===== config.mk =====
export PLATFORM = sky130hd
export DESIGN_NAME = injection_angle_scheduler
export DESIGN_NICKNAME = d
export VERILOG_FILES = /design/src/sv/ias_pkg.sv /design/src/sv/injection_angle_scheduler.sv /design/src/sv/ias_div.sv /design/src/sv/ias_dp.sv /design/src/sv/ias_ctrl.sv
export SDC_FILE = /design/constraint.sdc
export NUM_CORES = 2
export LEC_CHECK = 0
export BUFFER_PORTS_ARGS = -buffer_cell sky130_fd_sc_hd__buf_4
export CAP_MARGIN = 5
export CORE_UTILIZATION = 50
export DETAILED_ROUTE_END_ITERATION = 8
export PLACE_DENSITY_LB_ADDON = 0.12
export SYNTH_ARGS = -nofsm -noshare
export SYNTH_HDL_FRONTEND = slang
export SYNTH_SLANG_ARGS = --single-unit

===== constraint.sdc =====
create_clock -name clk -period 14.05 [get_ports clk]
set_clock_uncertainty 0.1 [all_clocks]
set_input_delay 0 -clock clk [delete_from_list [all_inputs] [get_ports clk]]
set_output_delay 0 -clock clk [all_outputs]
set_load 0.1 [all_outputs]

===== src/sv/ias_pkg.sv =====
// ias_pkg: shared types, widths and constants for the injection angle scheduler.
// Used by every module of the block; depends on nothing.
package ias_pkg;

    localparam int CYLINDERS = 16;
    localparam int CYL_W     = $clog2(CYLINDERS);

    localparam int DIV_NW = 38;    // dividend width (pulse << 17 at most)
    localparam int DIV_DW = 24;    // divisor width (period or rate)
    localparam int DIV_CW = 6;     // step counter width

    localparam logic [16:0] DUTY_MAX  = 17'd131071;
    localparam logic [20:0] ANGLE_MAX = 21'd1048575;

    localparam logic signed [23:0] FULL_CYCLE  = 24'sd46080;
    localparam logic signed [23:0] HALF_CYCLE  = 24'sd23040;
    localparam logic signed [23:0] QUART_CYCLE = 24'sd11520;
    localparam logic signed [23:0] HOLD_WINDOW = 24'sd11520;
    localparam logic signed [23:0] PASS_MARK   = -24'sd5760;

    // register indexes
    localparam logic [2:0] REG_PREPARE = 3'd0;
    localparam logic [2:0] REG_ENDING  = 3'd1;
    localparam logic [2:0] REG_LIMIT   = 3'd2;
    localparam logic [2:0] REG_ACTION  = 3'd3;
    localparam logic [2:0] REG_RSRC    = 3'd4;

    // limit actions
    localparam logic [1:0] LIM_FLAG  = 2'd0;
    localparam logic [1:0] LIM_CUT   = 2'd1;
    localparam logic [1:0] LIM_CLAMP = 2'd2;

    typedef struct packed {
        logic [14:0] prepare_advance;
        logic        phase_is_ending;
        logic [16:0] duty_limit;
        logic [1:0]  limit_action;
        logic        rate_source;
    } cfg_t;

    typedef struct packed {
        logic capture;
        logic lp_load;
        logic div_start;
        logic div_sel;
        logic duty_load;
        logic wrap;
        logic angle_load;
        logic eval;
        logic mul;
        logic out_load;
    } cmd_t;

    typedef struct packed {
        logic div_busy;
    } stat_t;

endpackage


===== src/sv/injection_angle_scheduler.sv =====
// Injection angle scheduler: one crank-event update per input transfer, one
// result transfer per update. Each update runs two 38-step divisions on one
// shared restoring divider (duty against the crank period, then pulse angle
// against the rate), plus load, decision, offset multiply and output steps.
// A new input transfer is taken once the previous update has moved its result
// into the output register, even if that result is not yet taken downstream.
// The user must write configuration through the APB port only while the
// block is idle; the block itself does not enforce this. Registers sit at
// byte addresses 0 (prepare_advance), 4 (phase_is_ending), 8 (duty_limit),
// 12 (limit_action) and 16 (rate_source).
// Depends on ias_pkg, ias_ctrl, ias_dp (and ias_div below it).
module injection_angle_scheduler
    import ias_pkg::*;
(
    input  logic         clk,
    input  logic         rst_n,
    input  logic         psel,
    input  logic         penable,
    input  logic         pwrite,
    input  logic [4:0]   paddr,
    input  logic [31:0]  pwdata,
    output logic [31:0]  prdata,
    output logic         pready,
    input  logic         s_tvalid,
    output logic         s_tready,
    // cylinder[3:0], crank_position[19:4], target_phase[37:20], lag_time_us[53:38],
    // inject_time_us[73:54], crank_period_us[97:74], event_time[129:98],
    // rate_per_pulse[153:130], rate_per_rev[177:154], zero fill above
    input  logic [183:0] s_tdata,
    // clear_entry[0], sequential[1]
    input  logic [1:0]   s_tuser,
    output logic         m_tvalid,
    input  logic         m_tready,
    // open_time[31:0], close_time[63:32], pulse_us[84:64], duty[101:85], zero fill
    output logic [103:0] m_tdata,
    // fire[0], over_limit[1]
    output logic [1:0]   m_tuser
);

    cfg_t  cfg_reg;
    cmd_t  cmd;
    stat_t stat;
    logic  cfg_wr;

    assign pready = 1'b1;
    assign cfg_wr = psel && penable && pwrite && pready;

    // Register file: write on the access phase of an APB write.
    always_ff @(posedge clk or negedge rst_n)
    begin
        if (!rst_n)
        begin
            cfg_reg.prepare_advance <= '0;
            cfg_reg.phase_is_ending <= 1'b0;
            cfg_reg.duty_limit      <= 17'd65535;
            cfg_reg.limit_action    <= LIM_FLAG;
            cfg_reg.rate_source     <= 1'b0;
        end
        else if (cfg_wr)
        begin
            case (paddr[4:2])
                REG_PREPARE: cfg_reg.prepare_advance <= pwdata[14:0];
                REG_ENDING:  cfg_reg.phase_is_ending <= pwdata[0];
                REG_LIMIT:   cfg_reg.duty_limit      <= pwdata[16:0];
                REG_ACTION:  cfg_reg.limit_action    <= pwdata[1:0];
                REG_RSRC:    cfg_reg.rate_source     <= pwdata[0];
                default:     ;
            endcase
        end
    end

    // Read back: return the register at the decoded index, zero elsewhere.
    always_comb
    begin
        case (paddr[4:2])
            REG_PREPARE: prdata = {17'b0, cfg_reg.prepare_advance};
            REG_ENDING:  prdata = {31'b0, cfg_reg.phase_is_ending};
            REG_LIMIT:   prdata = {15'b0, cfg_reg.duty_limit};
            REG_ACTION:  prdata = {30'b0, cfg_reg.limit_action};
            REG_RSRC:    prdata = {31'b0, cfg_reg.rate_source};
            default:     prdata = '0;
        endcase
    end

    // Sequence each update through the shared divider and decision steps.
    ias_ctrl u_ctrl (
        .clk      (clk),
        .rst_n    (rst_n),
        .s_tvalid (s_tvalid),
        .s_tready (s_tready),
        .m_tvalid (m_tvalid),
        .m_tready (m_tready),
        .stat     (stat),
        .cmd      (cmd)
    );

    // Hold captured fields, per-cylinder state and the result register.
    ias_dp u_dp (
        .clk     (clk),
        .rst_n   (rst_n),
        .cmd     (cmd),
        .stat    (stat),
        .cfg     (cfg_reg),
        .s_tdata (s_tdata),
        .s_tuser (s_tuser),
        .m_tdata (m_tdata),
        .m_tuser (m_tuser)
    );

`ifndef SYNTHESIS
    // An accepted update keeps the input side closed while it is worked on.
    assert property (@(posedge clk) disable iff (!rst_n)
        (s_tvalid && s_tready) |=> !s_tready)
        else $error("input taken while an update was in progress");

    // A scheduled pulse never has zero length.
    assert property (@(posedge clk) disable iff (!rst_n)
        (m_tvalid && m_tuser[0]) |-> (m_tdata[84:64] != 21'd0))
        else $error("fire with zero pulse length");

    // Without a pulse the activate and deactivate times stay zero.
    assert property (@(posedge clk) disable iff (!rst_n)
        (m_tvalid && !m_tuser[0]) |-> (m_tdata[63:0] == 64'd0))
        else $error("times set without fire");
`endif

endmodule


===== src/sv/ias_div.sv =====
// ias_div: restoring divider, one quotient bit per cycle.
// Depends on ias_pkg for widths.
module ias_div
    import ias_pkg::*;
(
    input  logic              clk,
    input  logic              rst_n,
    input  logic              start,
    input  logic [DIV_NW-1:0] dividend,
    input  logic [DIV_DW-1:0] divisor,
    output logic              busy,
    output logic [DIV_NW-1:0] quotient
);

    logic [DIV_CW-1:0] cnt_reg, cnt_next;
    logic [DIV_DW:0]   rem_reg, rem_next;
    logic [DIV_NW-1:0] q_reg, q_next;
    logic [DIV_DW-1:0] d_reg, d_next;
    logic [DIV_DW:0]   trial;
    logic              ge;

    always_comb
    begin
        trial    = {rem_reg[DIV_DW-1:0], q_reg[DIV_NW-1]};
        ge       = (trial >= {1'b0, d_reg});
        cnt_next = cnt_reg;
        rem_next = rem_reg;
        q_next   = q_reg;
        d_next   = d_reg;
        if (start)
        begin
            cnt_next = DIV_CW'(DIV_NW);
            rem_next = '0;
            q_next   = dividend;
            d_next   = divisor;
        end
        else if (cnt_reg != '0)
        begin
            cnt_next = cnt_reg - 1'b1;
            rem_next = ge ? (trial - {1'b0, d_reg}) : trial;
            q_next   = {q_reg[DIV_NW-2:0], ge};
        end
    end

    always_ff @(posedge clk or negedge rst_n)
    begin
        if (!rst_n)
            cnt_reg <= '0;
        else
            cnt_reg <= cnt_next;
    end

    always_ff @(posedge clk)
    begin
        rem_reg <= rem_next;
        q_reg   <= q_next;
        d_reg   <= d_next;
    end

    assign busy     = (cnt_reg != '0);
    assign quotient = q_reg;

endmodule


===== src/sv/ias_dp.sv =====
// ias_dp: datapath - input capture, duty and angle division, per-cylinder
// state, scheduling decision and output register. Depends on ias_pkg, ias_div.
module ias_dp
    import ias_pkg::*;
(
    input  logic         clk,
    input  logic         rst_n,
    input  cmd_t         cmd,
    output stat_t        stat,
    input  cfg_t         cfg,
    input  logic [183:0] s_tdata,
    input  logic [1:0]   s_tuser,
    output logic [103:0] m_tdata,
    output logic [1:0]   m_tuser
);

    logic [3:0]         cyl_reg;
    logic               clr_reg, seq_reg;
    logic [15:0]        pos_reg, lag_reg;
    logic signed [17:0] phase_reg, phase_next;
    logic [19:0]        inj_reg;
    logic [23:0]        period_reg, rpp_reg, rpr_reg;
    logic [31:0]        ts_reg;

    logic [40:0]        lp_reg;
    logic [16:0]        duty_reg;
    logic [20:0]        pangle_reg;
    logic               dec_reg, fire_reg, over_reg;
    logic [20:0]        pfin_reg;
    logic signed [23:0] act_reg;
    logic signed [48:0] prod_reg;

    logic [CYLINDERS-1:0] ready_reg, pend_reg, done_reg;
    logic signed [18:0]   angle_reg [CYLINDERS];

    logic [20:0]        pulse;
    logic [DIV_NW-1:0]  num, dividend, quotient;
    logic [DIV_DW-1:0]  divisor;
    logic               busy;

    logic [CYL_W-1:0]   idx;
    logic               ignore, over, early, pass, hold, decide;
    logic signed [23:0] phase_s, pos_s, cyc, half, cur0, prev_s, diff, cur, pang_s, adv, act;
    logic signed [18:0] wrap_t;
    logic [20:0]        clamp, pfin;
    logic [31:0]        open_t;

    assign pulse = {5'b0, lag_reg} + {1'b0, (seq_reg ? inj_reg : {1'b0, inj_reg[19:1]})};
    assign num   = seq_reg ? {1'b0, pulse, 16'b0} : {pulse, 17'b0};
    assign dividend = cmd.div_sel ? {3'b0, pulse, 14'b0} : num;
    assign divisor  = cmd.div_sel ? (cfg.rate_source ? rpr_reg : rpp_reg) : period_reg;

    ias_div u_div (
        .clk      (clk),
        .rst_n    (rst_n),
        .start    (cmd.div_start),
        .dividend (dividend),
        .divisor  (divisor),
        .busy     (busy),
        .quotient (quotient)
    );
    assign stat.div_busy = busy;

    // phase wrap, one crank-cycle subtraction per step during the duty division
    always_comb
    begin
        half   = seq_reg ? HALF_CYCLE : QUART_CYCLE;
        cyc    = seq_reg ? FULL_CYCLE : HALF_CYCLE;
        wrap_t = 19'(phase_reg) - 19'(cyc);
        phase_next = phase_reg;
        if (cmd.wrap && (24'(phase_reg) > half))
            phase_next = 18'(wrap_t);
    end

    always_comb
    begin
        idx    = cyl_reg[CYL_W-1:0];
        ignore = ({1'b0, cyl_reg} >= 5'(CYLINDERS));
        phase_s = 24'(phase_reg);
        pos_s   = $signed({8'b0, pos_reg});
        cur0    = (pos_s < phase_s) ? (phase_s - pos_s) : (cyc - pos_s + phase_s);
        prev_s  = 24'(angle_reg[idx]);
        diff    = cur0 - prev_s;
        hold    = (diff > 24'sd0) && (diff < HOLD_WINDOW);
        cur     = hold ? prev_s : cur0;
        pang_s  = $signed({3'b0, pangle_reg});
        adv     = $signed({9'b0, cfg.prepare_advance})
                  + (cfg.phase_is_ending ? pang_s : 24'sd0);
        early   = (cur - adv) < 24'sd0;
        pass    = (prev_s - cur) < PASS_MARK;
        act     = cur - (cfg.phase_is_ending ? pang_s : 24'sd0);
        decide  = !ignore && !clr_reg && ready_reg[idx] && !pend_reg[idx]
                  && !done_reg[idx] && early;
        over    = ({3'b0, num} > lp_reg);
        clamp   = seq_reg ? lp_reg[36:16] : lp_reg[37:17];
        pfin    = pulse;
        if (over)
        begin
            case (cfg.limit_action)
                LIM_CUT:   pfin = '0;
                LIM_CLAMP: pfin = clamp;
                default:   pfin = pulse;
            endcase
        end
        open_t = ts_reg + 32'(prod_reg[45:14]);
    end

    always_ff @(posedge clk or negedge rst_n)
    begin
        if (!rst_n)
        begin
            ready_reg <= '0;
            pend_reg  <= '0;
            done_reg  <= '0;
            for (int i = 0; i < CYLINDERS; i++)
                angle_reg[i] <= '0;
        end
        else if (cmd.eval && !ignore)
        begin
            if (clr_reg)
            begin
                ready_reg[idx] <= 1'b0;
                pend_reg[idx]  <= 1'b0;
                done_reg[idx]  <= 1'b0;
                angle_reg[idx] <= '0;
            end
            else if (!ready_reg[idx])
            begin
                ready_reg[idx] <= 1'b1;
                pend_reg[idx]  <= 1'b0;
                done_reg[idx]  <= 1'b1;
                angle_reg[idx] <= 19'(cur0);
            end
            else
            begin
                angle_reg[idx] <= 19'(cur);
                if (!pend_reg[idx] && !done_reg[idx])
                begin
                    if (early)
                        pend_reg[idx] <= 1'b1;
                end
                else if (pass)
                begin
                    if (pend_reg[idx])
                    begin
                        done_reg[idx] <= 1'b1;
                        pend_reg[idx] <= 1'b0;
                    end
                end
                else
                    done_reg[idx] <= 1'b0;
            end
        end
    end

    always_ff @(posedge clk)
    begin
        if (cmd.capture)
        begin
            cyl_reg    <= s_tdata[3:0];
            pos_reg    <= s_tdata[19:4];
            phase_reg  <= $signed(s_tdata[37:20]);
            lag_reg    <= s_tdata[53:38];
            inj_reg    <= s_tdata[73:54];
            period_reg <= s_tdata[97:74];
            ts_reg     <= s_tdata[129:98];
            rpp_reg    <= s_tdata[153:130];
            rpr_reg    <= s_tdata[177:154];
            clr_reg    <= s_tuser[0];
            seq_reg    <= s_tuser[1];
        end
        else
            phase_reg <= phase_next;
        if (cmd.lp_load)
            lp_reg <= {24'b0, cfg.duty_limit} * {17'b0, period_reg};
        if (cmd.duty_load)
            duty_reg <= (quotient > DIV_NW'(DUTY_MAX)) ? DUTY_MAX : quotient[16:0];
        if (cmd.angle_load)
            pangle_reg <= (quotient > DIV_NW'(ANGLE_MAX)) ? ANGLE_MAX : quotient[20:0];
        if (cmd.eval)
        begin
            dec_reg  <= decide;
            fire_reg <= decide && (pfin != '0);
            over_reg <= over;
            pfin_reg <= pfin;
            act_reg  <= act;
        end
        if (cmd.mul)
            prod_reg <= act_reg * $signed({1'b0, rpp_reg});
        if (cmd.out_load)
        begin
            m_tdata[31:0]   <= fire_reg ? open_t : 32'd0;
            m_tdata[63:32]  <= fire_reg ? (open_t + {11'b0, pfin_reg}) : 32'd0;
            m_tdata[84:64]  <= dec_reg ? pfin_reg : 21'd0;
            m_tdata[101:85] <= dec_reg ? duty_reg : 17'd0;
            m_tdata[103:102] <= 2'b0;
            m_tuser[0]      <= fire_reg;
            m_tuser[1]      <= dec_reg && over_reg;
        end
    end

endmodule


===== src/sv/ias_ctrl.sv =====
// ias_ctrl: sequencing state machine and output valid flag.
// Depends on ias_pkg for the command and status structs.
module ias_ctrl
    import ias_pkg::*;
(
    input  logic  clk,
    input  logic  rst_n,
    input  logic  s_tvalid,
    output logic  s_tready,
    output logic  m_tvalid,
    input  logic  m_tready,
    input  stat_t stat,
    output cmd_t  cmd
);

    typedef enum logic [6:0] {
        S_IDLE  = 7'b0000001,
        S_LOAD  = 7'b0000010,
        S_DUTY  = 7'b0000100,
        S_ANGLE = 7'b0001000,
        S_EVAL  = 7'b0010000,
        S_MUL   = 7'b0100000,
        S_OUT   = 7'b1000000
    } state_t;

    state_t state_reg, state_next;
    logic   valid_reg, valid_next;

    always_comb
    begin
        state_next = state_reg;
        cmd        = '0;
        case (state_reg)
            S_IDLE:
            begin
                cmd.capture = s_tvalid;
                if (s_tvalid)
                    state_next = S_LOAD;
            end
            S_LOAD:
            begin
                cmd.lp_load   = 1'b1;
                cmd.div_start = 1'b1;
                state_next    = S_DUTY;
            end
            S_DUTY:
            begin
                cmd.wrap = 1'b1;
                if (!stat.div_busy)
                begin
                    cmd.duty_load = 1'b1;
                    cmd.div_start = 1'b1;
                    cmd.div_sel   = 1'b1;
                    state_next    = S_ANGLE;
                end
            end
            S_ANGLE:
            begin
                cmd.div_sel = 1'b1;
                if (!stat.div_busy)
                begin
                    cmd.angle_load = 1'b1;
                    state_next     = S_EVAL;
                end
            end
            S_EVAL:
            begin
                cmd.eval   = 1'b1;
                state_next = S_MUL;
            end
            S_MUL:
            begin
                cmd.mul    = 1'b1;
                state_next = S_OUT;
            end
            S_OUT:
            begin
                if (!valid_reg || m_tready)
                begin
                    cmd.out_load = 1'b1;
                    state_next   = S_IDLE;
                end
            end
            default:
                state_next = S_IDLE;
        endcase
        valid_next = valid_reg;
        if (cmd.out_load)
            valid_next = 1'b1;
        else if (m_tready)
            valid_next = 1'b0;
    end

    always_ff @(posedge clk or negedge rst_n)
    begin
        if (!rst_n)
        begin
            state_reg <= S_IDLE;
            valid_reg <= 1'b0;
        end
        else
        begin
            state_reg <= state_next;
            valid_reg <= valid_next;
        end
    end

    assign s_tready = (state_reg == S_IDLE);
    assign m_tvalid = valid_reg;

endmodule


==> metrics.txt <==
Hold Path Stages=3; Critical Path AT=12.76 ns; FF-to-FF Start=u_dp.phase_reg[1]; Area contributors post-synth=fa_1 21%, edfxtp_1 19%, dfrtp_1 12%; CP peak stage delay=1.00 ns; Slew Viols, Final=0; Largest register FFs=304; Crit Path Class=reg -> reg; Area Overhead vs Synth=15.6%; final hold vios=0; Post-Syn Area=roughly 80,000 um2; die area=161,000 um2; status=complete, no violations; average cell area after synthesis=10.0 um2; Setup Total Neg Slack=0 ns; met1 global-route usage=41.5%; clk_lat worst skew=a little under 0.8 ns; Wirelength per Cell=22.0 um; Placer Congestion=0.915; CP max-delay cell=or4_1; Worst-Margin Slew=approximately 1.3 ns; ys flop type=edfxtp_1; number of synthesized flops with an enable pin=505; Min Hold Slack=0.0492 ns; met2 capacity usage during global routing=48.4%; Synth Instances=7,934; DRT Pass-1 Iters=6; Synth area leader=fa_1; htree depth=3; CP Max Fanout=16; vias in the first global route=62.1k; yosys warns=0; final core occ=58.2%; Total GRT Usage=29.5%; Worst setup EP type=flop; Synth cell types=99; initial core utilization=around half; number of routed nets with antenna violations=0; chip width=401 um; Detail Placement HPWL=167,000 um; CTS tree=yes; post-synthesis sequential area ratio=around 32%; initial antenna violation count=7; clk buf depth=3; first-pass GRT wire length=between 300,000 and 400,000 um; Critical Path RT=14.57 ns; global route overflow=0; f_max=0.0817 GHz; Hold Crit Class=in -> reg; hold path start=s_tdata[28]; root buf cell=clkbuf_16; Worst Reg-to-Reg Cells=38; flops & latches, synth=around 930; Setup WS pre-CTS=2.05 ns; final worst slack=1.81 ns; # setup viols final=0; largest net degree at the start of global routing=109; total setup buffers inserted after CTS=0; RSZ-0062 raised after global routing=false; 1st-iter DRT viols=around 4.5k; fraction of registers with async set or reset after synthesis=43.2%; post-route minimum period=12.24 ns; startpoint types=flop; period utilization=87.1%; DRC errors left=0; layer with the highest usage=met2; max_cap viols=0; drt via density=5.62; Die Y=approximately 400 um; Boundary Pins=371; top-area cell type share of the netlist area=about a fifth; M3 GR Usage=3.57%; Slew HR=12.8%; Clock transition at path regs=0.06 ns; routed wire length=236,000 um; core box area=~160,000 um2; clk sinks=931; Placement Rows=146; detailed-route via count=60.2k; I/O Buffers=329; fraction of layout cells with a size suffix above 1=10.2%; Final nets=10.1k; CP startpoint=u_dp.phase_reg[1]; cts bufs inserted=around 100
==> cells by family after synthesis <==
family | Yosys count | share of synthesized area (%)
compound gates | 1223 | 9.45
xor+xnor | 231 | 2.54
fa+ha+maj | 1375 | 29.5
buf+inv | 1547 | 7.42
flops | 931 | 32.3
mux | 268 | 5.09
other cells | 2 | 0.00942
simple gates | 2357 | 13.7
==> through the flow <==
step / area (um2) / cells
5_1_grt: 92200 / 10700
3_3_place_gp: 84300 / 10100
4_1_cts: 92100 / 10700
2_1_floorplan: 79800 / 7952
6_report: 92200 / 10700
3_5_place_dp: 84300 / 10100
==> worst max-delay path: cells and delay by family, from the launching register on <==
family / cells / cell delay, ns
mux: 3 / 1.00
fa+ha+maj: 5 / 1.90
simple gates: 9 / 2.53
xor+xnor: 2 / 0.36
flops: 1 / 0.51
compound gates: 19 / 5.70
==> routing by layer <==
| metal | routed length [um] | vias up |
|---|---|---|
| met5 | 12 | - |
| met4 | 6060 | 2 |
| met3 | 15800 | 333 |
| met2 | 111000 | 2164 |
| met1 | 102000 | 30500 |
| li1 | - | 27100 |
==> layout make-up <==
| class | instances | area (um2) |
|---|---|---|
| Fill cell | 13400 | 66200 |
| Multi-Input combinational cell | 5474 | 48200 |
| Sequential cell | 931 | 25700 |
| Timing Repair Buffer | 894 | 7810 |
| Inverter | 1130 | 4250 |
| Clock buffer | 134 | 2800 |
| Tap cell | 2072 | 2590 |
| Clock inverter | 61 | 742 |
| Antenna cell | 6 | 15.0 |
==> synthesized netlist by cell type (8+ instances only) <==
| cell | n |
|---|---|
| nor2_1 | 294 |
| xor2_1 | 56 |
| dfrtp_1 | 385 |
| o21a_1 | 22 |
| or2_2 | 21 |
| a21boi_0 | 22 |
| nor4_1 | 25 |
| nor2b_1 | 41 |
| clkbuf_1 | 366 |
| o41ai_1 | 8 |
| a211o_1 | 12 |
| xnor2_1 | 175 |
| o211ai_1 | 14 |
| buf_1 | 17 |
| buf_4 | 20 |
| nand4_1 | 25 |
| a21o_1 | 67 |
| o21ai_0 | 543 |
| ha_1 | 520 |
| nand3b_1 | 9 |
| and3_1 | 22 |
| a22o_1 | 69 |
| dfxtp_1 | 24 |
| buf_2 | 10 |
| nand2b_1 | 108 |
| and2_1 | 415 |
| a21oi_1 | 227 |
| mux2i_1 | 105 |
| or3_1 | 19 |
| fa_1 | 844 |
| inv_1 | 1126 |
| o31ai_1 | 31 |
| edfxtp_1 | 505 |
| dfstp_2 | 17 |
| maj3_1 | 11 |
| nor3_1 | 73 |
| mux2_2 | 56 |
| or4_1 | 9 |
| nand3_1 | 81 |
| o21bai_1 | 61 |
| a31o_2 | 8 |
| a211oi_1 | 24 |
| a31oi_1 | 30 |
| mux4_2 | 102 |
| nand2_1 | 1187 |
==> cell usage in the layout (no fill, tap or decap), types with 69 or more instances in the layout <==
| cell | count |
|---|---|
| nand2b_1 | 108 |
| nand2_1 | 1187 |
| o21ai_0 | 543 |
| a22o_1 | 69 |
| xnor2_1 | 175 |
| edfxtp_1 | 505 |
| a21oi_1 | 226 |
| nor2_1 | 292 |
| fa_1 | 844 |
| ha_1 | 520 |
| and2_1 | 415 |
| nor3_1 | 69 |
| dlygate4sd3_1 | 424 |
| nand3_1 | 80 |
| mux2i_1 | 105 |
| dfrtp_1 | 385 |
| mux4_2 | 102 |
| clkbuf_16 | 104 |
| buf_4 | 467 |
| inv_1 | 1123 |
==> worst paths after layout <==
kind | to | slack [ns]
worst max-delay path | flop | 1.81
worst min-delay path | u_dp.phase_reg[8] | 0.05
worst max register to register | flop | 1.81
worst min register to register | u_dp.angle_reg[207] | 0.38
max in group asynchronous | u_dp.angle_reg[128] | 11.68
min in group asynchronous | u_dp.angle_reg[144] | 0.35
==> timing repair <==
item,CTS,global route
hold endpoints to repair,332,0
hold buffers,425,0
resized for setup,0,0
endpoints found under the setup margin,0,0
Power is left out: the tool's default activity adds up to more than one toggle a clock period on the data nets, which glitch-free logic cannot reach.
